`src/hw/rtl/mcsm_pkg.sv`:
```
// Shared types, codes and helper functions for the MIDI control surface mapper.
`default_nettype none

package mcsm_pkg;

  localparam int unsigned KNOB_COUNT = 8;
  localparam int unsigned PAD_COUNT  = 12;
  localparam int unsigned KNOB_AW    = $clog2(KNOB_COUNT);
  localparam int unsigned PAD_AW     = $clog2(PAD_COUNT);

  // event kinds
  localparam logic [1:0] CMD_KNOB   = 2'd0;
  localparam logic [1:0] CMD_PAD    = 2'd1;
  localparam logic [1:0] CMD_BUTTON = 2'd2;

  // operating modes
  localparam logic [1:0] MODE_NORMAL = 2'd0;
  localparam logic [1:0] MODE_MENU   = 2'd1;
  localparam logic [1:0] MODE_KNOB   = 2'd2;
  localparam logic [1:0] MODE_PAD    = 2'd3;

  // menu entries
  localparam logic [2:0] MENU_BACK  = 3'd0;
  localparam logic [2:0] MENU_KNOB  = 3'd1;
  localparam logic [2:0] MENU_PAD   = 3'd2;
  localparam logic [2:0] MENU_LOAD  = 3'd3;
  localparam logic [2:0] MENU_SAVE  = 3'd4;
  localparam logic [2:0] MENU_PANIC = 3'd5;

  // result kinds
  localparam logic [2:0] KIND_CC       = 3'd0;
  localparam logic [2:0] KIND_NOTE_ON  = 3'd1;
  localparam logic [2:0] KIND_NOTE_OFF = 3'd2;
  localparam logic [2:0] KIND_PANIC    = 3'd3;
  localparam logic [2:0] KIND_LOAD     = 3'd4;
  localparam logic [2:0] KIND_SAVE     = 3'd5;

  // pad behaviors
  localparam logic [1:0] PK_NOTE  = 2'd0;
  localparam logic [1:0] PK_CC    = 2'd1;
  localparam logic [1:0] PK_LATCH = 2'd2;

  // knob roles while editing
  localparam logic [3:0] EDIT_SEL  = 4'd0;
  localparam logic [3:0] EDIT_NUM  = 4'd1;
  localparam logic [3:0] EDIT_CHAN = 4'd2;
  localparam logic [3:0] EDIT_KIND = 4'd3;

  localparam logic [6:0] KNOB_CC_BASE = 7'd20;
  localparam logic [6:0] PAD_NUM_BASE = 7'd50;
  localparam logic [4:0] CHAN_DEFAULT = 5'd1;
  localparam logic [6:0] VEL_MAX      = 7'd127;
  localparam logic [6:0] PAD_TOUCH    = 7'd1;

  // menu band edges on knob 0
  localparam logic [6:0] MENU_T1 = 7'd20;
  localparam logic [6:0] MENU_T2 = 7'd40;
  localparam logic [6:0] MENU_T3 = 7'd60;
  localparam logic [6:0] MENU_T4 = 7'd80;
  localparam logic [6:0] MENU_T5 = 7'd100;

  // kind band edges (value / 43)
  localparam logic [6:0] KIND_T1 = 7'd43;
  localparam logic [6:0] KIND_T2 = 7'd86;

  // reciprocals, exact for 7-bit inputs with a shift of 11
  localparam logic [14:0] DIV15_MUL = 15'd137;
  localparam logic [14:0] DIV10_MUL = 15'd205;

  typedef struct packed {
    logic [6:0] cc;
    logic [4:0] chan;
  } knob_ent_t;

  typedef struct packed {
    logic [6:0] number;
    logic [4:0] chan;
    logic [1:0] kind;
  } pad_ent_t;

  function automatic logic [3:0] div15(input logic [6:0] v);
    logic [14:0] p;
    p = {8'd0, v} * DIV15_MUL;
    return p[14:11];
  endfunction

  function automatic logic [3:0] div10(input logic [6:0] v);
    logic [14:0] p;
    p = {8'd0, v} * DIV10_MUL;
    return p[14:11];
  endfunction

  function automatic logic [1:0] div43(input logic [6:0] v);
    logic [1:0] k;
    if (v >= KIND_T2) k = 2'd2;
    else if (v >= KIND_T1) k = 2'd1;
    else k = 2'd0;
    return k;
  endfunction

  function automatic knob_ent_t knob_reset(input logic [KNOB_AW-1:0] a);
    knob_ent_t e;
    e.cc   = KNOB_CC_BASE + 7'(a);
    e.chan = CHAN_DEFAULT;
    return e;
  endfunction

  function automatic pad_ent_t pad_reset(input logic [PAD_AW-1:0] a);
    pad_ent_t e;
    e.number = PAD_NUM_BASE + 7'(a);
    e.chan   = CHAN_DEFAULT;
    e.kind   = PK_NOTE;
    return e;
  endfunction

endpackage

`default_nettype wire

```
`src/hw/rtl/midi_control_surface_mapper.sv`:
```
// Top level: knob/pad/button events to MIDI messages and setup-menu requests.
//
//  channel | direction | handshake            | payload
//  --------+-----------+----------------------+-------------------------------------------
//  in_     | input     | in_valid / in_stall  | in_cmd, in_id, in_value
//  out_    | output    | out_valid / out_stall| out_emit, out_kind, out_number, out_amount,
//          |           |                      | out_channel, out_mode
//
// Cycles: one request per clock while out_stall is low; every request yields exactly one
//   result, held in s1 and then in the output register. The rate is set by the single
//   read-modify-write pass through the knob and pad table RAMs (one read port each).
// Reset: rst_n (sync, low) clears mode, menu, edit buffers, latch bits and the table
//   valid bits; an entry never written reads as its default mapping. No clearing pass.
// Stalls: out_stall holds the output register; with a result also waiting in the
//   lookup stage, in_stall rises until the output register frees.
`default_nettype none

module midi_control_surface_mapper
  import mcsm_pkg::*;
(
  input  wire logic       clk,
  input  wire logic       rst_n,

  input  wire logic       in_valid,
  output logic            in_stall,
  input  wire logic [1:0] in_cmd,
  input  wire logic [3:0] in_id,
  input  wire logic [6:0] in_value,

  output logic            out_valid,
  input  wire logic       out_stall,
  output logic            out_emit,
  output logic      [2:0] out_kind,
  output logic      [6:0] out_number,
  output logic      [6:0] out_amount,
  output logic      [4:0] out_channel,
  output logic      [1:0] out_mode
);

  // ---------------------------------------------------------------------------
  // Control state (registers) and their next values
  // ---------------------------------------------------------------------------
  logic [1:0]           mode_r,  mode_nxt;
  logic [2:0]           menu_r,  menu_nxt;
  logic [3:0]           eki_r,   eki_nxt;     // edit knob index, 8 = exit
  logic [6:0]           ekc_r,   ekc_nxt;
  logic [4:0]           ekch_r,  ekch_nxt;
  logic [3:0]           epi_r,   epi_nxt;     // edit pad index, 12 = exit
  logic [6:0]           epn_r,   epn_nxt;
  logic [4:0]           epch_r,  epch_nxt;
  logic [1:0]           epk_r,   epk_nxt;
  logic [PAD_COUNT-1:0] latch_r, latch_nxt;
  logic [KNOB_COUNT-1:0] knob_vld_r;
  logic [PAD_COUNT-1:0]  pad_vld_r;

  // ---------------------------------------------------------------------------
  // Lookup stage (s1): request waiting on RAM read data
  // ---------------------------------------------------------------------------
  logic              s1_vld_r;
  logic [1:0]        s1_cmd_r;
  logic [3:0]        s1_id_r;
  logic [6:0]        s1_val_r;
  logic [KNOB_AW-1:0] s1_kaddr_r;
  logic [PAD_AW-1:0]  s1_paddr_r;
  logic              s1_kvld_r, s1_pvld_r;
  logic              s1_kfwd_r, s1_pfwd_r;
  knob_ent_t         s1_kfwd_data_r;
  pad_ent_t          s1_pfwd_data_r;

  logic in_acc, s1_adv, s1_fire;

  // output register
  logic       out_valid_r;
  logic       out_emit_r;
  logic [2:0] out_kind_r;
  logic [6:0] out_number_r, out_amount_r;
  logic [4:0] out_channel_r;
  logic [1:0] out_mode_r;

  // result computed in s1
  logic       res_emit;
  logic [2:0] res_kind;
  logic [6:0] res_number, res_amount;
  logic [4:0] res_channel;

  // RAM ports
  logic               k_we, k_re, p_we, p_re;
  logic [KNOB_AW-1:0] k_waddr, k_raddr;
  logic [PAD_AW-1:0]  p_waddr, p_raddr;
  knob_ent_t          k_wdata, k_rdata, k_ent;
  pad_ent_t           p_wdata, p_rdata, p_ent;
  logic               k_vld_rd, p_vld_rd, p_raddr_ok;
  logic [3:0]         k_sel_idx;

  // ---------------------------------------------------------------------------
  // Handshake
  // ---------------------------------------------------------------------------
  assign s1_adv   = !out_valid_r || !out_stall;
  assign s1_fire  = s1_vld_r && s1_adv;
  assign in_stall = s1_vld_r && !s1_adv;
  assign in_acc   = in_valid && !in_stall;

  // ---------------------------------------------------------------------------
  // Table RAMs
  // ---------------------------------------------------------------------------
  mcsm_ram #(
    .WIDTH ($bits(knob_ent_t)),
    .DEPTH (KNOB_COUNT)
  ) u_knob_ram (
    .clk   (clk),
    .we    (k_we),
    .waddr (k_waddr),
    .wdata (k_wdata),
    .re    (k_re),
    .raddr (k_raddr),
    .rdata (k_rdata)
  );

  mcsm_ram #(
    .WIDTH ($bits(pad_ent_t)),
    .DEPTH (PAD_COUNT)
  ) u_pad_ram (
    .clk   (clk),
    .we    (p_we),
    .waddr (p_waddr),
    .wdata (p_wdata),
    .re    (p_re),
    .raddr (p_raddr),
    .rdata (p_rdata)
  );

  assign k_sel_idx = div15(in_value);

  // Read address is picked at accept time from the control state the previous
  // request leaves behind (the _nxt values), so back-to-back requests see it.
  always_comb begin
    k_raddr = in_id[KNOB_AW-1:0];
    p_raddr = in_id;
    if (in_cmd == CMD_BUTTON) begin
      k_raddr = eki_nxt[KNOB_AW-1:0];            // knob-setup entry reload
    end else if (in_cmd == CMD_KNOB && in_id == EDIT_SEL) begin
      if (mode_nxt == MODE_KNOB) begin
        k_raddr = k_sel_idx[KNOB_AW-1:0];
      end
      if (mode_nxt == MODE_PAD) begin
        p_raddr = div10(in_value);
      end
    end
  end

  assign p_raddr_ok = p_raddr < PAD_AW'(PAD_COUNT);
  assign k_re       = in_acc;
  assign p_re       = in_acc && p_raddr_ok;
  assign k_vld_rd   = knob_vld_r[k_raddr];
  assign p_vld_rd   = p_raddr_ok ? pad_vld_r[p_raddr] : 1'b0;

  always_ff @(posedge clk) begin
    if (!rst_n) begin
      s1_vld_r <= 1'b0;
    end else begin
      s1_vld_r <= in_acc || (s1_vld_r && !s1_adv);
    end
  end

  // A commit in the same cycle as the read of that entry is forwarded.
  always_ff @(posedge clk) begin
    if (in_acc) begin
      s1_cmd_r       <= in_cmd;
      s1_id_r        <= in_id;
      s1_val_r       <= in_value;
      s1_kaddr_r     <= k_raddr;
      s1_paddr_r     <= p_raddr;
      s1_kvld_r      <= k_vld_rd;
      s1_pvld_r      <= p_vld_rd;
      s1_kfwd_r      <= k_we && (k_waddr == k_raddr);
      s1_pfwd_r      <= p_we && (p_waddr == p_raddr);
      s1_kfwd_data_r <= k_wdata;
      s1_pfwd_data_r <= p_wdata;
    end
  end

  // Entries never written read as their default mapping.
  always_comb begin
    if (s1_kfwd_r)      k_ent = s1_kfwd_data_r;
    else if (s1_kvld_r) k_ent = k_rdata;
    else                k_ent = knob_reset(s1_kaddr_r);
    if (s1_pfwd_r)      p_ent = s1_pfwd_data_r;
    else if (s1_pvld_r) p_ent = p_rdata;
    else                p_ent = pad_reset(s1_paddr_r);
  end

  // ---------------------------------------------------------------------------
  // Event processing in s1: result, state update, table writes
  // ---------------------------------------------------------------------------
  always_comb begin
    mode_nxt  = mode_r;
    menu_nxt  = menu_r;
    eki_nxt   = eki_r;
    ekc_nxt   = ekc_r;
    ekch_nxt  = ekch_r;
    epi_nxt   = epi_r;
    epn_nxt   = epn_r;
    epch_nxt  = epch_r;
    epk_nxt   = epk_r;
    latch_nxt = latch_r;

    res_emit    = 1'b0;
    res_kind    = KIND_CC;
    res_number  = '0;
    res_amount  = '0;
    res_channel = CHAN_DEFAULT;

    k_we    = 1'b0;
    k_waddr = eki_r[KNOB_AW-1:0];
    k_wdata = '{cc: ekc_r, chan: ekch_r};
    p_we    = 1'b0;
    p_waddr = epi_r;
    p_wdata = '{number: epn_r, chan: epch_r, kind: epk_r};

    if (s1_fire) begin
      case (s1_cmd_r)
        CMD_KNOB: begin
          unique case (mode_r)
            MODE_NORMAL: begin
              if (s1_id_r < 4'(KNOB_COUNT)) begin
                res_emit    = 1'b1;
                res_kind    = KIND_CC;
                res_number  = k_ent.cc;
                res_amount  = s1_val_r;
                res_channel = k_ent.chan;
              end
            end
            MODE_MENU: begin
              if (s1_id_r == EDIT_SEL) begin
                if (s1_val_r < MENU_T1)      menu_nxt = MENU_BACK;
                else if (s1_val_r < MENU_T2) menu_nxt = MENU_KNOB;
                else if (s1_val_r < MENU_T3) menu_nxt = MENU_PAD;
                else if (s1_val_r < MENU_T4) menu_nxt = MENU_LOAD;
                else if (s1_val_r < MENU_T5) menu_nxt = MENU_SAVE;
                else                         menu_nxt = MENU_PANIC;
              end
            end
            MODE_KNOB: begin
              if (s1_id_r == EDIT_SEL) begin
                eki_nxt = div15(s1_val_r);
                if (eki_nxt < 4'(KNOB_COUNT)) begin
                  ekc_nxt  = k_ent.cc;
                  ekch_nxt = k_ent.chan;
                end
              end else if (s1_id_r == EDIT_NUM) begin
                ekc_nxt = s1_val_r;
              end else if (s1_id_r == EDIT_CHAN) begin
                ekch_nxt = 5'(s1_val_r[6:3]) + CHAN_DEFAULT;
              end
            end
            MODE_PAD: begin
              if (s1_id_r == EDIT_SEL) begin
                epi_nxt = div10(s1_val_r);
                if (epi_nxt < 4'(PAD_COUNT)) begin
                  epn_nxt  = p_ent.number;
                  epch_nxt = p_ent.chan;
                  epk_nxt  = p_ent.kind;
                end
              end else if (s1_id_r == EDIT_NUM) begin
                epn_nxt = s1_val_r;
              end else if (s1_id_r == EDIT_CHAN) begin
                epch_nxt = 5'(s1_val_r[6:3]) + CHAN_DEFAULT;
              end else if (s1_id_r == EDIT_KIND) begin
                epk_nxt = div43(s1_val_r);
              end
            end
            default: ;
          endcase
        end

        CMD_PAD: begin
          if (s1_id_r < 4'(PAD_COUNT)) begin
            case (p_ent.kind)
              PK_NOTE: begin
                res_emit    = 1'b1;
                res_number  = p_ent.number;
                res_channel = p_ent.chan;
                if (s1_val_r == PAD_TOUCH) begin
                  res_kind   = KIND_NOTE_ON;
                  res_amount = VEL_MAX;
                end else begin
                  res_kind   = KIND_NOTE_OFF;
                end
              end
              PK_CC: begin
                res_emit    = 1'b1;
                res_kind    = KIND_CC;
                res_number  = p_ent.number;
                res_channel = p_ent.chan;
                res_amount  = (s1_val_r == PAD_TOUCH) ? VEL_MAX : 7'd0;
              end
              PK_LATCH: begin
                if (s1_val_r == PAD_TOUCH) begin
                  latch_nxt[s1_id_r] = !latch_r[s1_id_r];
                  res_emit    = 1'b1;
                  res_kind    = KIND_CC;
                  res_number  = p_ent.number;
                  res_channel = p_ent.chan;
                  res_amount  = latch_nxt[s1_id_r] ? VEL_MAX : 7'd0;
                end
              end
              default: ;   // unused pad kind sends nothing
            endcase
          end
        end

        CMD_BUTTON: begin
          if (s1_val_r != 7'd0) begin
            unique case (mode_r)
              MODE_NORMAL: mode_nxt = MODE_MENU;
              MODE_MENU: begin
                mode_nxt = MODE_NORMAL;
                unique case (menu_r)
                  MENU_KNOB: begin
                    mode_nxt = MODE_KNOB;
                    if (eki_r < 4'(KNOB_COUNT)) begin
                      ekc_nxt  = k_ent.cc;
                      ekch_nxt = k_ent.chan;
                    end
                  end
                  MENU_PAD: mode_nxt = MODE_PAD;
                  MENU_LOAD: begin
                    res_emit = 1'b1;
                    res_kind = KIND_LOAD;
                  end
                  MENU_SAVE: begin
                    res_emit = 1'b1;
                    res_kind = KIND_SAVE;
                  end
                  MENU_PANIC: begin
                    res_emit = 1'b1;
                    res_kind = KIND_PANIC;
                  end
                  default: ;   // back, or an unreachable choice
                endcase
              end
              MODE_KNOB: begin
                if (eki_r < 4'(KNOB_COUNT)) k_we = 1'b1;
                else mode_nxt = MODE_NORMAL;
              end
              MODE_PAD: begin
                if (epi_r < 4'(PAD_COUNT)) p_we = 1'b1;
                else mode_nxt = MODE_NORMAL;
              end
              default: ;
            endcase
          end
        end

        default: ;   // unused command
      endcase
    end
  end

  // ---------------------------------------------------------------------------
  // State registers
  // ---------------------------------------------------------------------------
  always_ff @(posedge clk) begin
    if (!rst_n) begin
      mode_r     <= MODE_NORMAL;
      menu_r     <= MENU_BACK;
      eki_r      <= '0;
      ekc_r      <= '0;
      ekch_r     <= CHAN_DEFAULT;
      epi_r      <= '0;
      epn_r      <= '0;
      epch_r     <= CHAN_DEFAULT;
      epk_r      <= PK_NOTE;
      latch_r    <= '0;
      knob_vld_r <= '0;
      pad_vld_r  <= '0;
    end else begin
      mode_r  <= mode_nxt;
      menu_r  <= menu_nxt;
      eki_r   <= eki_nxt;
      ekc_r   <= ekc_nxt;
      ekch_r  <= ekch_nxt;
      epi_r   <= epi_nxt;
      epn_r   <= epn_nxt;
      epch_r  <= epch_nxt;
      epk_r   <= epk_nxt;
      latch_r <= latch_nxt;
      if (k_we) knob_vld_r[k_waddr] <= 1'b1;
      if (p_we) pad_vld_r[p_waddr]  <= 1'b1;
    end
  end

  // ---------------------------------------------------------------------------
  // Output register
  // ---------------------------------------------------------------------------
  always_ff @(posedge clk) begin
    if (!rst_n) begin
      out_valid_r <= 1'b0;
    end else begin
      out_valid_r <= s1_fire || (out_valid_r && out_stall);
    end
  end

  always_ff @(posedge clk) begin
    if (s1_fire) begin
      out_emit_r    <= res_emit;
      out_kind_r    <= res_kind;
      out_number_r  <= res_number;
      out_amount_r  <= res_amount;
      out_channel_r <= res_channel;
      out_mode_r    <= mode_nxt;
    end
  end

  assign out_valid   = out_valid_r;
  assign out_emit    = out_emit_r;
  assign out_kind    = out_kind_r;
  assign out_number  = out_number_r;
  assign out_amount  = out_amount_r;
  assign out_channel = out_channel_r;
  assign out_mode    = out_mode_r;

  // ---------------------------------------------------------------------------
  // Assertions
  // ---------------------------------------------------------------------------
  a_chan_range: assert property (@(posedge clk) disable iff (!rst_n)
    out_valid_r |-> (out_channel_r != 5'd0) && (out_channel_r <= 5'd16))
    else $error("output channel outside 1..16");

  a_req_fields: assert property (@(posedge clk) disable iff (!rst_n)
    (out_valid_r && out_emit_r && (out_kind_r == KIND_PANIC || out_kind_r == KIND_LOAD
      || out_kind_r == KIND_SAVE))
    |-> (out_number_r == 7'd0) && (out_amount_r == 7'd0) && (out_mode_r == MODE_NORMAL))
    else $error("request result with stray fields or mode");

  a_commit_mode: assert property (@(posedge clk) disable iff (!rst_n)
    (k_we || p_we) |-> !(k_we && p_we) && (mode_nxt == mode_r)
      && (mode_r == MODE_KNOB || mode_r == MODE_PAD))
    else $error("table commit outside a setup mode");

  a_fire_out: assert property (@(posedge clk) disable iff (!rst_n)
    s1_fire |=> out_valid_r && (out_mode_r == $past(mode_nxt)))
    else $error("lookup stage fired without a result");

endmodule

`default_nettype wire

```
`src/hw/rtl/mcsm_ram.sv`:
```
// Generic single-write, single-read RAM with registered read data.
`default_nettype none

module mcsm_ram #(
  parameter int unsigned WIDTH = 8,
  parameter int unsigned DEPTH = 16,
  parameter int unsigned AW    = $clog2(DEPTH)
) (
  input  wire logic             clk,
  input  wire logic             we,
  input  wire logic [AW-1:0]    waddr,
  input  wire logic [WIDTH-1:0] wdata,
  input  wire logic             re,
  input  wire logic [AW-1:0]    raddr,
  output logic      [WIDTH-1:0] rdata
);

  logic [WIDTH-1:0] mem [DEPTH];
  logic [WIDTH-1:0] rdata_r;

  always_ff @(posedge clk) begin
    if (we) begin
      mem[waddr] <= wdata;
    end
    if (re) begin
      rdata_r <= mem[raddr];
    end
  end

  assign rdata = rdata_r;

endmodule

`default_nettype wire
```
`config.mk`:
```
export PLATFORM = sky130hd
export DESIGN_NAME = midi_control_surface_mapper
export DESIGN_NICKNAME = d
export VERILOG_FILES = /design/src/hw/rtl/mcsm_pkg.sv /design/src/hw/rtl/midi_control_surface_mapper.sv /design/src/hw/rtl/mcsm_ram.sv
export SDC_FILE = /design/constraint.sdc
export NUM_CORES = 1
export LEC_CHECK = 0
export BUFFER_PORTS_ARGS = -buffer_cell sky130_fd_sc_hd__buf_2
export CORE_MARGIN = 5
export CORE_UTILIZATION = 52
export CTS_CLUSTER_SIZE = 20
export DETAILED_ROUTE_END_ITERATION = 7
export PLACE_DENSITY = 0.68
export SYNTH_ARGS = -nofsm -noshare
export SYNTH_HDL_FRONTEND = slang
export SYNTH_SLANG_ARGS = --single-unit
```
`constraint.sdc`:
```
create_clock -name clk -period 5.49 [get_ports clk]
set_input_delay 0.2745 -clock clk [delete_from_list [all_inputs] [get_ports clk]]
set_output_delay 0.2745 -clock clk [all_outputs]
set_load 0.05 [all_outputs]
```
# Yosys cells after proc, flatten, opt, wreduce, memory -nomap -nowiden
# Memories as Yosys holds them, arrays and structs flattened. A register that Yosys moved wholly into a read port is not among the register bits.
# Index checks and enable logic that the tools add are counted.
# Widths: inputs -> output; s select.
[word_totals] input_bits=17 mem_bits_rw=264 reg_bits=148 out_inout_bits=27 elab_cells=263 mem_count=2
[op_classes] n_eq_ne=33 n_mul=4 bitwise=2 n_mux=121 reduce_logical=41 n_addsub=3 magnitude_cmp=22
[mem_list] memory="u_pad_ram.mem" depth=12 width=14 read_ports=1 rd_ports_with_merged_regs=1 write_ports=1 line_no="mcsm_ram.sv:18" text="logic [WIDTH-1:0] mem [DEPTH];"
[mem_list] memory="u_knob_ram.mem" depth=8 width=12 read_ports=1 rd_ports_with_merged_regs=1 write_ports=1 line_no="mcsm_ram.sv:18"
[op_table] operator="$mux 7" count=20
[op_table] operator="$mux 5" count=15
[op_table] operator="$pmux 7 s2" count=5
[op_table] operator="$mul 7x8->15 const B" count=3
[op_table] operator="$mux 3" count=13
[op_table] operator="$mux 1" count=30
[op_table] operator="$pmux 5 s2" count=3
[op_table] operator="$lt 4x4->1 const B" count=7
[op_table] operator="$mux 14" count=2
[op_table] operator="$mux 2" count=14
[op_table] operator="$mux 12" count=2
[op_table] operator="$lt 4x5->1 const B" count=3
[op_table] operator="$eq 2x2->1 const B" count=7
[op_table] operator="$lt 7x6->1 const B" count=2
[op_table] operator="$lt 7x7->1 const B" count=2
[op_table] operator="$mul 7x8->14 const B" count=1
[op_table] operator="$bmux 1 s4" count=3
[op_table] operator="$bwmux 12" count=1
[op_table] operator="$mux 4" count=3
[op_table] operator="$ne 3x3->1 const B" count=4
[op_table] operator="$or 12x12->12" count=1
[op_table] operator="$reduce_and 4->1" count=3
[op_table] operator="$logic_and 1x1->1" count=11
[op_table] operator="$ne 2x2->1 const B" count=5
[op_table] operator="42 further kinds" count=66

# Longest topological paths before layout
# Gate-level depths: netlist (run 1).
[depth] word_depth=12 mapped_depth=20 depth_no_buf=17

# Hierarchy
# A second synthesis (run 1) with hierarchy kept.
[hier_totals] cells_unflattened=1387 hier_area_um2=20465.9
[modules_own_cells] mod="midi_control_surface_mapper" seq_area_each_um2=3713.6 area_per_inst_um2=9437.8 n_inst=1 cells_per_inst=922
[modules_own_cells] mod="mcsm_ram (u_pad_ram)" seq_area_each_um2=5465.2 area_per_inst_um2=6920.4 n_inst=1 cells_per_inst=301
[modules_own_cells] mod="mcsm_ram (u_knob_ram)" seq_area_each_um2=3243.1 area_per_inst_um2=4107.7 n_inst=1 cells_per_inst=164

# Least setup slack after synthesis (run 1)
# Ideal clock, no wire load.
[synth_path] kind="reg-to-reg" startpoint="register out_valid_r, in the netlist out_valid" endpoint="register u_pad_ram.rdata_r[0], in the netlist u_pad_ram.rdata[0] (read register of u_pad_ram.mem), enable pin" setup_ps=389 t_required_ps=5101 synth_period_minus_slack_ps=5119 path_buffers=0 path_slack_ps=371 path_stages_with_launch=4 arrival_ps=4730 cell_sequence="dfxtp_1 -> and3_1 -> nor2b_1 -> a21boi_1"
[synth_via] word_cells_on_any_way=14 classes_between="order compare: 1; eq/ne: 1; mux: 4; reduce/logical: 8"
[synth_lines] element="start: declaration" line_no="midi_control_surface_mapper.sv:73" text="logic out_valid_r;"
[synth_lines] element="start signal: assignment" line_no="midi_control_surface_mapper.sv:400" text="out_valid_r <= s1_fire || (out_valid_r && out_stall);"
[synth_lines] element="$logic_not 1->1" line_no="midi_control_surface_mapper.sv:98" text="assign s1_adv = !out_valid_r || !out_stall;"
[synth_lines] element="$logic_or 1x1->1" line_no="midi_control_surface_mapper.sv:98"
[synth_lines] element="$logic_not 1->1" line_no="midi_control_surface_mapper.sv:100" text="assign in_stall = s1_vld_r && !s1_adv;"
[synth_lines] element="$logic_and 1x1->1" line_no="midi_control_surface_mapper.sv:100"
[synth_lines] element="via in_stall" line_no="midi_control_surface_mapper.sv:25" text="output logic in_stall,"
[synth_lines] element="$logic_not 1->1" line_no="midi_control_surface_mapper.sv:101" text="assign in_acc = in_valid && !in_stall;"
[synth_lines] element="$logic_and 1x1->1" line_no="midi_control_surface_mapper.sv:101"
[synth_lines] element="via in_acc" line_no="midi_control_surface_mapper.sv:70" text="logic in_acc, s1_adv, s1_fire;"
[synth_lines] element="$logic_and 1x1->1" line_no="midi_control_surface_mapper.sv:153" text="assign p_re = in_acc && p_raddr_ok;"
[synth_lines] element="via p_re" line_no="midi_control_surface_mapper.sv:87" text="logic k_we, k_re, p_we, p_re;"
[synth_lines] element="end: declaration" line_no="mcsm_ram.sv:19" text="logic [WIDTH-1:0] rdata_r;"
# The timed path passes the listed nets, and every way through them passes these cells.
# A chain may end at the register's enable or synchronous reset.

# Final worst setup path (run 1)
[layout_path] startpoint="register s1_val_r[3]" endpoint="register epch_r[0]"
[layout_via] elab_chain_len=4 word_cells_on_any_way=8 classes_between="add/sub: 1; mul: 1; order compare: 1; eq/ne: 1; mux: 3; reduce/logical: 1"
[layout_lines] element="start: declaration" line_no="midi_control_surface_mapper.sv:62" text="logic [6:0] s1_val_r;"
[layout_lines] element="start signal: assignment" line_no="midi_control_surface_mapper.sv:170" text="s1_val_r <= in_value;"
[layout_lines] element="$mul 7x8->15 or $add 4x1->5 (tied branches)" line_no="mcsm_pkg.sv:89, midi_control_surface_mapper.sv:267"
[layout_lines] element="$lt 4x4->1 or $mux 5 (tied branches)" line_no="midi_control_surface_mapper.sv:259, midi_control_surface_mapper.sv:266"
[layout_lines] element="$ne 2x1->1 (no source line) or $mux 5 (tied branches)"
[layout_lines] element="$reduce_and 6->1 (no source line) or $mux 5 (tied branches)"
[layout_lines] element="end signal: assignment" line_no="midi_control_surface_mapper.sv:385" text="epch_r <= epch_nxt;"
[layout_lines] element="end: declaration" line_no="midi_control_surface_mapper.sv:50" text="logic [4:0] epch_r, epch_nxt;"
# Parallel ways exist; a longest one is shown, timed or not. The select of a mux whose other input is x is not followed.

==> impl_metrics.yaml, run 1 <==
status:
  status: "complete, no violations"
logic_synthesis:
  synthArstFlopShare: 0
  unique_masters_post_synth: 77
  syn_area_um2: 20600
  number_of_enable_type_register_cells_in_the_synthesized_netlist: 365
  ys_dominant_reg_cell: "edfxtp_1"
  synth-warning-count: 0
  yosys.area_share.adder: 0.0917
  synth_compound_area_frac: 0.0709
  synth_xor_area_frac: 0.00894
  post_synth_inst_count: 1482
  synth_sequential_area_ratio: 0.604
  synth.ff_latch_count: 438
  area_share_of_and_or_nand_nor_cells_after_synthesis: 0.0791
  syn_area_per_cell_um2: 13.9
  synth_top_family_by_area: "multiplexers"
  net_count_after_synthesis: 1639
  muxShareOfSynthArea: 0.113
worst_setup_path:
  cp-start-kind: "flop"
  crit_slowest_cell: "edfxtp_1"
  cp_cell_sequence: "inv_1 -> ha_1 -> ha_1 -> fa_1 -> inv_1 -> fa_1 -> inv_1 -> ha_1 -> a311oi_1 -> o21ai_1 -> a21o_1 -> a21oi_1 -> mux2i_1 -> or3b_1 -> mux2_1"
  worst_setup_path_end_kind: "flop"
  timing.setup.critical_path_class: "reg2reg"
  crit_path_max_incr_delay_ns: 0.59
  cp_data_arrival_time_ns: 5.57
  worst-endpoint-required_ns: 5.95
  critical_path.max_fanout: 5
global_routing:
  grtUsageTotal: 0.211
  grt_antenna_before_repair: 0
  pin_count_of_the_biggest_net_entering_global_routing: 54
  grt-ovfl-total: 0
  wire_length_of_the_first_global_routing_pass_um: 72000
  via_count_of_the_first_global_routing_pass: 12200
cts:
  clock_insertion_delay_worst_skew_ns: 0.58
  ctsHtreeMaxLevel: 2
  cts_resized: 0
  numClockSinks: 438
  number_of_cts_inserted_buffers: 47
  ctsRootBufferMaster: "clkbuf_16"
  cts_tree: "yes"
  path_clk_slew_ns: 0.06
  cts_max_path_buffers: 3
placed_design:
  pre_cts_slack_ns: 0.254
  place.port_buffers: 43
  gp_congestion: 0.853
  dpl_cell_area_um2: 21500
  numPlacedInstances: 2010
  dp_hpwl_um: 30000
final_layout:
  diodes: 0
  layoutNonFillerInstCount: 2108
  final_nets: 1710
  final_std_cell_area_no_fill_um2: 23200
  area_delta_synth_final_pct: 12.9
  filler_cell_count: 3028
  final_layout_size_suffix_gt1_frac: 0.150
min_path:
  min-delay-path-class: "in2reg"
sta:
  grt_setup_unrepaired: "no"
  fin_crit_sh: 0.930
  slew_of_the_pin_with_the_lowest_slew_margin_ns: 1.20
  layout_min_cycle_time_ns: 5.11
  finalHoldViolCount: 0
  post-route-worst-setup-slack_ns: 0.384
  worst_slew_margin_rel: 0.193
  max_clock_freq_mhz: 196
  slew_violations: 0
  setup-violations-final: 0
  finalClockSkew_ns: 0.0215
  final.setup.tns_ns: 0
routing:
  wirelength_um: 46000
  antenna_violating_nets_post_route: 0
  dr.pass1.iters: 6
  route.vias.total: 12300
  drt_iter0_markers: 1115
  wl_per_cell_um: 21.8
  drt-vias-per-instance: 5.83
  post-route-drc-count: 0
die:
  fp.dieW_um: 209
  die_area_um2: 43600
  initial_utilization: 0.528
  num_rows: 72
  vert_die_dim_um: 209
  fp.coreArea_um2: 38900
  ports_placed_on_the_boundary: 44
power_and_ir_drop:
  vdd.ir_drop.worst_v: 0.000250
  static-leakage-power_nw: 8.67
  power.density_nw_per_um2: 330
run:
  number_of_max_cap_violations: 0
==> critical path: cells and delay by family, from the launching register on <==
family                     cells  cell delay [ns]
DFF                            1             0.59
and+or+nand+nor                1             0.53
adders and majority gates      5             1.82
buffers and inverters          3             0.30
muxes                          2             0.67
AOI/OAI and AO/OA              4             1.06
==> synth_stat cells (all sizes together) (9+ instances only) <==
cell,count,area [um^2]
o22ai,12,75.1
o21ai,22,110
ha,122,1530
nor2,114,428
fa,18,360
buf,29,210
nor3,12,60.1
clkbuf,44,165
xor2,9,78.8
mux2i,139,1390
inv,76,288
nand4,11,75.1
nor2b,13,81.3
mux4,33,743
a22oi,27,203
a21o,12,90.1
nand2,90,338
o211ai,13,97.6
a211oi,10,80.1
edfxtp,365,11000
a31oi,9,62.6
dfxtp,73,1460
xnor2,12,105
o211a,15,150
a21oi,49,245
nand3,43,215
mux2,17,191
==> per-layer routing <==
layer / wire length [um] / part of all wire / up-vias / global-route usage
li1: - / - / 5731 / -
met3: 2650 / 0.058 / 59 / 0.0346
met2: 22000 / 0.48 / 357 / 0.344
met5: 0 / 0 / - / 0
met4: 850 / 0.018 / 0 / 0.0500
met1: 20400 / 0.44 / 6144 / 0.301
==> stage by stage <==
step	utilization	hold slack, ns	power, mW
final	0.597	0.0258	7.65
after global routing	0.597	0.0192	7.95
after CTS	0.596	0.00769	7.71
after detailed placement	0.553	0.460	4.45
after global placement	0.553	0.446	4.43
after floorplan	-	0.373	4.25
==> layout make-up <==
type	instances	area [um^2]	share of cell area
clock buffer	59	1280	0.0553
clock inverter	27	318	0.0137
inverter	76	288	0.0124
timing repair buffer	95	666	0.0287
sequential	438	12400	0.535
tap	518	648	0.0279
multi-input combinational	895	7590	0.327
==> report_power, final <==
group / switching (mW) / internal [mW]
sequential: 0.0374 / 3.62
clock: 1.28 / 1.98
combinational: 0.446 / 0.284
total: 1.76 / 5.89
==> cell families after synthesis <==
kind of cell / count (synthesis)
flops: 438
fa+ha+maj: 140
simple gates: 339
mux: 189
buf+inv: 149
xor+xnor: 21
compound gates: 206
==> registers in the layout (all words and copies together) (netlist names), 7 cells and up <==
register          cells
out_number            7
epn_r                 7
knob_vld_r            8
s1_kfwd_data_r       12
u_pad_ram.mem       168
u_knob_ram.mem       96
s1_val_r              7
out_amount            7
u_pad_ram.rdata      14
latch_r              12
ekc_r                 7
u_knob_ram.rdata     12
pad_vld_r            12
s1_pfwd_data_r       14
==> cells in the final DEF, fill, tap and decap left out, types with 13 or more instances in the layout <==
cell type	count
a21oi_1	48
a22oi_1	27
buf_2	43
buf_4	40
clkbuf_16	49
dfxtp_1	73
edfxtp_1	365
fa_1	18
ha_1	122
inv_1	72
mux2_2	16
mux2i_1	139
mux4_2	33
nand2_1	90
nand3_1	43
nor2_1	113
o211a_1	15
o211ai_1	13
o21ai_0	19
==> path summary, 6_finish.rpt <==
kind	startpoint	end	slack, ns	cells after the start
setup / recovery	s1_val_r[3]	epch_r[0]	0.38	15
hold / removal	in_value[5]	s1_val_r[5]	0.03	1
setup reg to reg	s1_val_r[3]	epch_r[0]	0.38	15
hold reg to reg	pad_vld_r[10]	pad_vld_r[10]	0.47	2
==> what timing repair did <==
action / CTS / global route
hold buffers: 9 / 0
endpoints found under the hold margin: 9 / 0
setup buffers: 0 / 3
setup endpoints to repair: 0 / 1
(Power assumes the default switching activity.)
==> inputs of run 2 (changes only) <==
- CORE_ASPECT_RATIO: default -> 0.7
- PLACE_DENSITY: 0.68 -> 0.71
==> run 2 against run 1 <==
Compared with the run above: first-iteration DRC count is 14% lower; global-route usage shrank 0.27 points; cell area down 1.4%; highest routed layer unchanged; critical endpoint unchanged; largest cell class unchanged; utilization fell by 1.5 points.
==> impl_metrics.yaml, run 2 (synthesis gave the netlist of run 1 again) <==
worst_setup_path:
  rr_startpoint: "s1_val_r[4]"
  r2r_cells: 16
  cp_data_arrival_time_ns: 5.37
  critical_path.max_fanout: 10
  cp-start-kind: "flop"
  r2r-end: "epch_r[0]"
  r2r_setup_slack_ns: 0.54
  worst_setup_path_end_kind: "flop"
  timing.setup.critical_path_class: "reg2reg"
  worst-endpoint-required_ns: 5.92
routing:
  drt-vias-per-instance: 5.84
  post-route-drc-count: 0
  dr.pass1.iters: 5
  drt_iter0_markers: 958
  wl_per_cell_um: 21.5
  antenna_violating_nets_post_route: 0
  wirelength_um: 45400
  route.vias.total: 12300
die:
  die_area_um2: 43700
  vert_die_dim_um: 176
  num_rows: 61
  fp.dieW_um: 248
  initial_utilization: 0.522
  ports_placed_on_the_boundary: 44
  fp.coreArea_um2: 39400
power_and_ir_drop:
  pwr-share-seq: 0.513
  pwr-share-comb: 0.102
  power.density_nw_per_um2: 311
  p_switching_mw: 1.68
  static-leakage-power_nw: 8.52
  internal_cell_power_mw: 5.44
  p_sw_frac: 0.236
  vdd.ir_drop.worst_v: 0.000202
  power.share.clock: 0.384
min_path:
  min-delay-path-class: "in2reg"
  hold-path-endpoint: "s1_val_r[2]"
  timing.hold.worst_path_depth: 1
  hold_start: "in_value[2]"
final_layout:
  area_delta_synth_final_pct: 11.3
  final_nets: 1702
  mostFrequentLayoutCell: "edfxtp_1"
  final_std_cell_area_no_fill_um2: 22900
  layout_top_registers: "u_pad_ram.mem: 168 flops, u_knob_ram.mem: 96 flops"
  diodes: 0
  filler_cell_count: 3092
  mostFrequentLayoutCells: "edfxtp_1, mux2i_1, ha_1, nor2_1, nand2_1"
  layoutNonFillerInstCount: 2111
  final_layout_size_suffix_gt1_frac: 0.143
  registers.top_by_ff_count: "u_pad_ram.mem"
  largest_reg_flops: 168
global_routing:
  grtUsageTotal: 0.208
  grt-ovfl-total: 0
  via_count_of_the_first_global_routing_pass: 12100
  pin_count_of_the_biggest_net_entering_global_routing: 64
  grt_antenna_before_repair: 0
  wire_length_of_the_first_global_routing_pass_um: 70300
sta:
  final.setup.tns_ns: 0
  slew_of_the_pin_with_the_lowest_slew_margin_ns: 1.34
  finalHoldViolCount: 0
  max_clock_freq_mhz: 202
  slew_violations: 0
  layout_min_cycle_time_ns: 4.95
  finalClockSkew_ns: 0.0187
  worst_slew_margin_rel: 0.100
  grt_setup_unrepaired: "no"
  setup-violations-final: 0
  fin_crit_sh: 0.901
cts:
  cts_max_path_buffers: 3
  clock_insertion_delay_worst_skew_ns: 0.55
  ctsRootBufferMaster: "clkbuf_16"
  path_clk_slew_ns: 0.06
  ctsHtreeMaxLevel: 2
  cts_tree: "yes"
  numClockSinks: 438
  post_cts_buffers: 0
  number_of_cts_inserted_buffers: 42
status:
  status: "complete, no violations"
run:
  number_of_max_cap_violations: 0
placed_design:
  dpl_cell_area_um2: 21500
  dp_hpwl_um: 30600
  gp_congestion: 0.874
  numPlacedInstances: 2031
  place.port_buffers: 43
==> run 2: layout make-up <==
type                            count  area (um^2)  share of cell area
Clock buffer                       62         1180              0.0514
Clock inverter                     13          124             0.00541
Inverter                           76          288              0.0126
Multi-Input combinational cell    895         7580               0.331
Sequential cell                   438        12400               0.543
Tap cell                          535          669              0.0292
Timing Repair Buffer               92          633              0.0277
==> run 2: per-stage QoR <==
stage	total power, mW	util	setup slack, ns	hold slack [ns]
2_1_floorplan	4.25	-	0.371	0.373
3_3_place_gp	4.43	0.547	0.692	0.446
3_5_place_dp	4.45	0.547	0.593	0.451
4_1_cts	7.18	0.581	0.571	0.0215
5_1_grt	7.41	0.581	0.360	0.0340
6_report	7.13	0.581	0.543	0.0348
==> run 2: worst max-delay path by stage <==
stage / slack, ns / depth (start not counted) / endpoint / start
after floorplan: 0.37 / 3 / u_pad_ram.rdata[0] / out_valid
after global placement: 0.69 / 18 / s1_pfwd_r / in_value[4]
after detailed placement: 0.59 / 16 / epch_r[0] / s1_val_r[6]
after CTS: 0.57 / 16 / epch_r[0] / s1_val_r[6]
after global routing: 0.36 / 16 / epch_r[0] / s1_val_r[6]
final: 0.54 / 16 / epch_r[0] / s1_val_r[4]
==> run 2: power groups by stage <==
stage | Clock (mW) | Sequential [mW] | Combinational [mW]
after floorplan | 0 | 3.75 | 0.504
after global placement | 0 | 3.73 | 0.706
after detailed placement | 0 | 3.73 | 0.719
after CTS | 2.79 | 3.66 | 0.730
after global routing | 2.94 | 3.66 | 0.815
final | 2.74 | 3.66 | 0.730
==> run 2: metal layers <==
layer	vias to the layer above	part of all wire	track usage
li1	5710	-	-
met1	6112	0.47	0.325
met2	444	0.43	0.307
met3	52	0.079	0.0407
met4	0	0.016	0.0432
met5	-	0	0
==> run 2: what timing repair did <==
action                                  in CTS  in global routing
gates resized for setup                      0                  0
hold buffers                                 5                  0
endpoints found under the setup margin       0                  0
hold endpoints to repair                     5                  0
==> run 2: worst max-delay path: stages (launching register included) <==
cell and delay (ns):
edfxtp_1 0.46, buf_4 0.26, ha_1 0.27, inv_1 0.08, fa_1 0.41, fa_1 0.51
inv_1 0.05, ha_1 0.28, ha_1 0.32, a21o_1 0.18, a21oi_1 0.12, o21ai_1 0.12
a21o_1 0.23, a21oi_1 0.34, mux2i_1 0.30, or3b_1 0.53, mux2_1 0.37
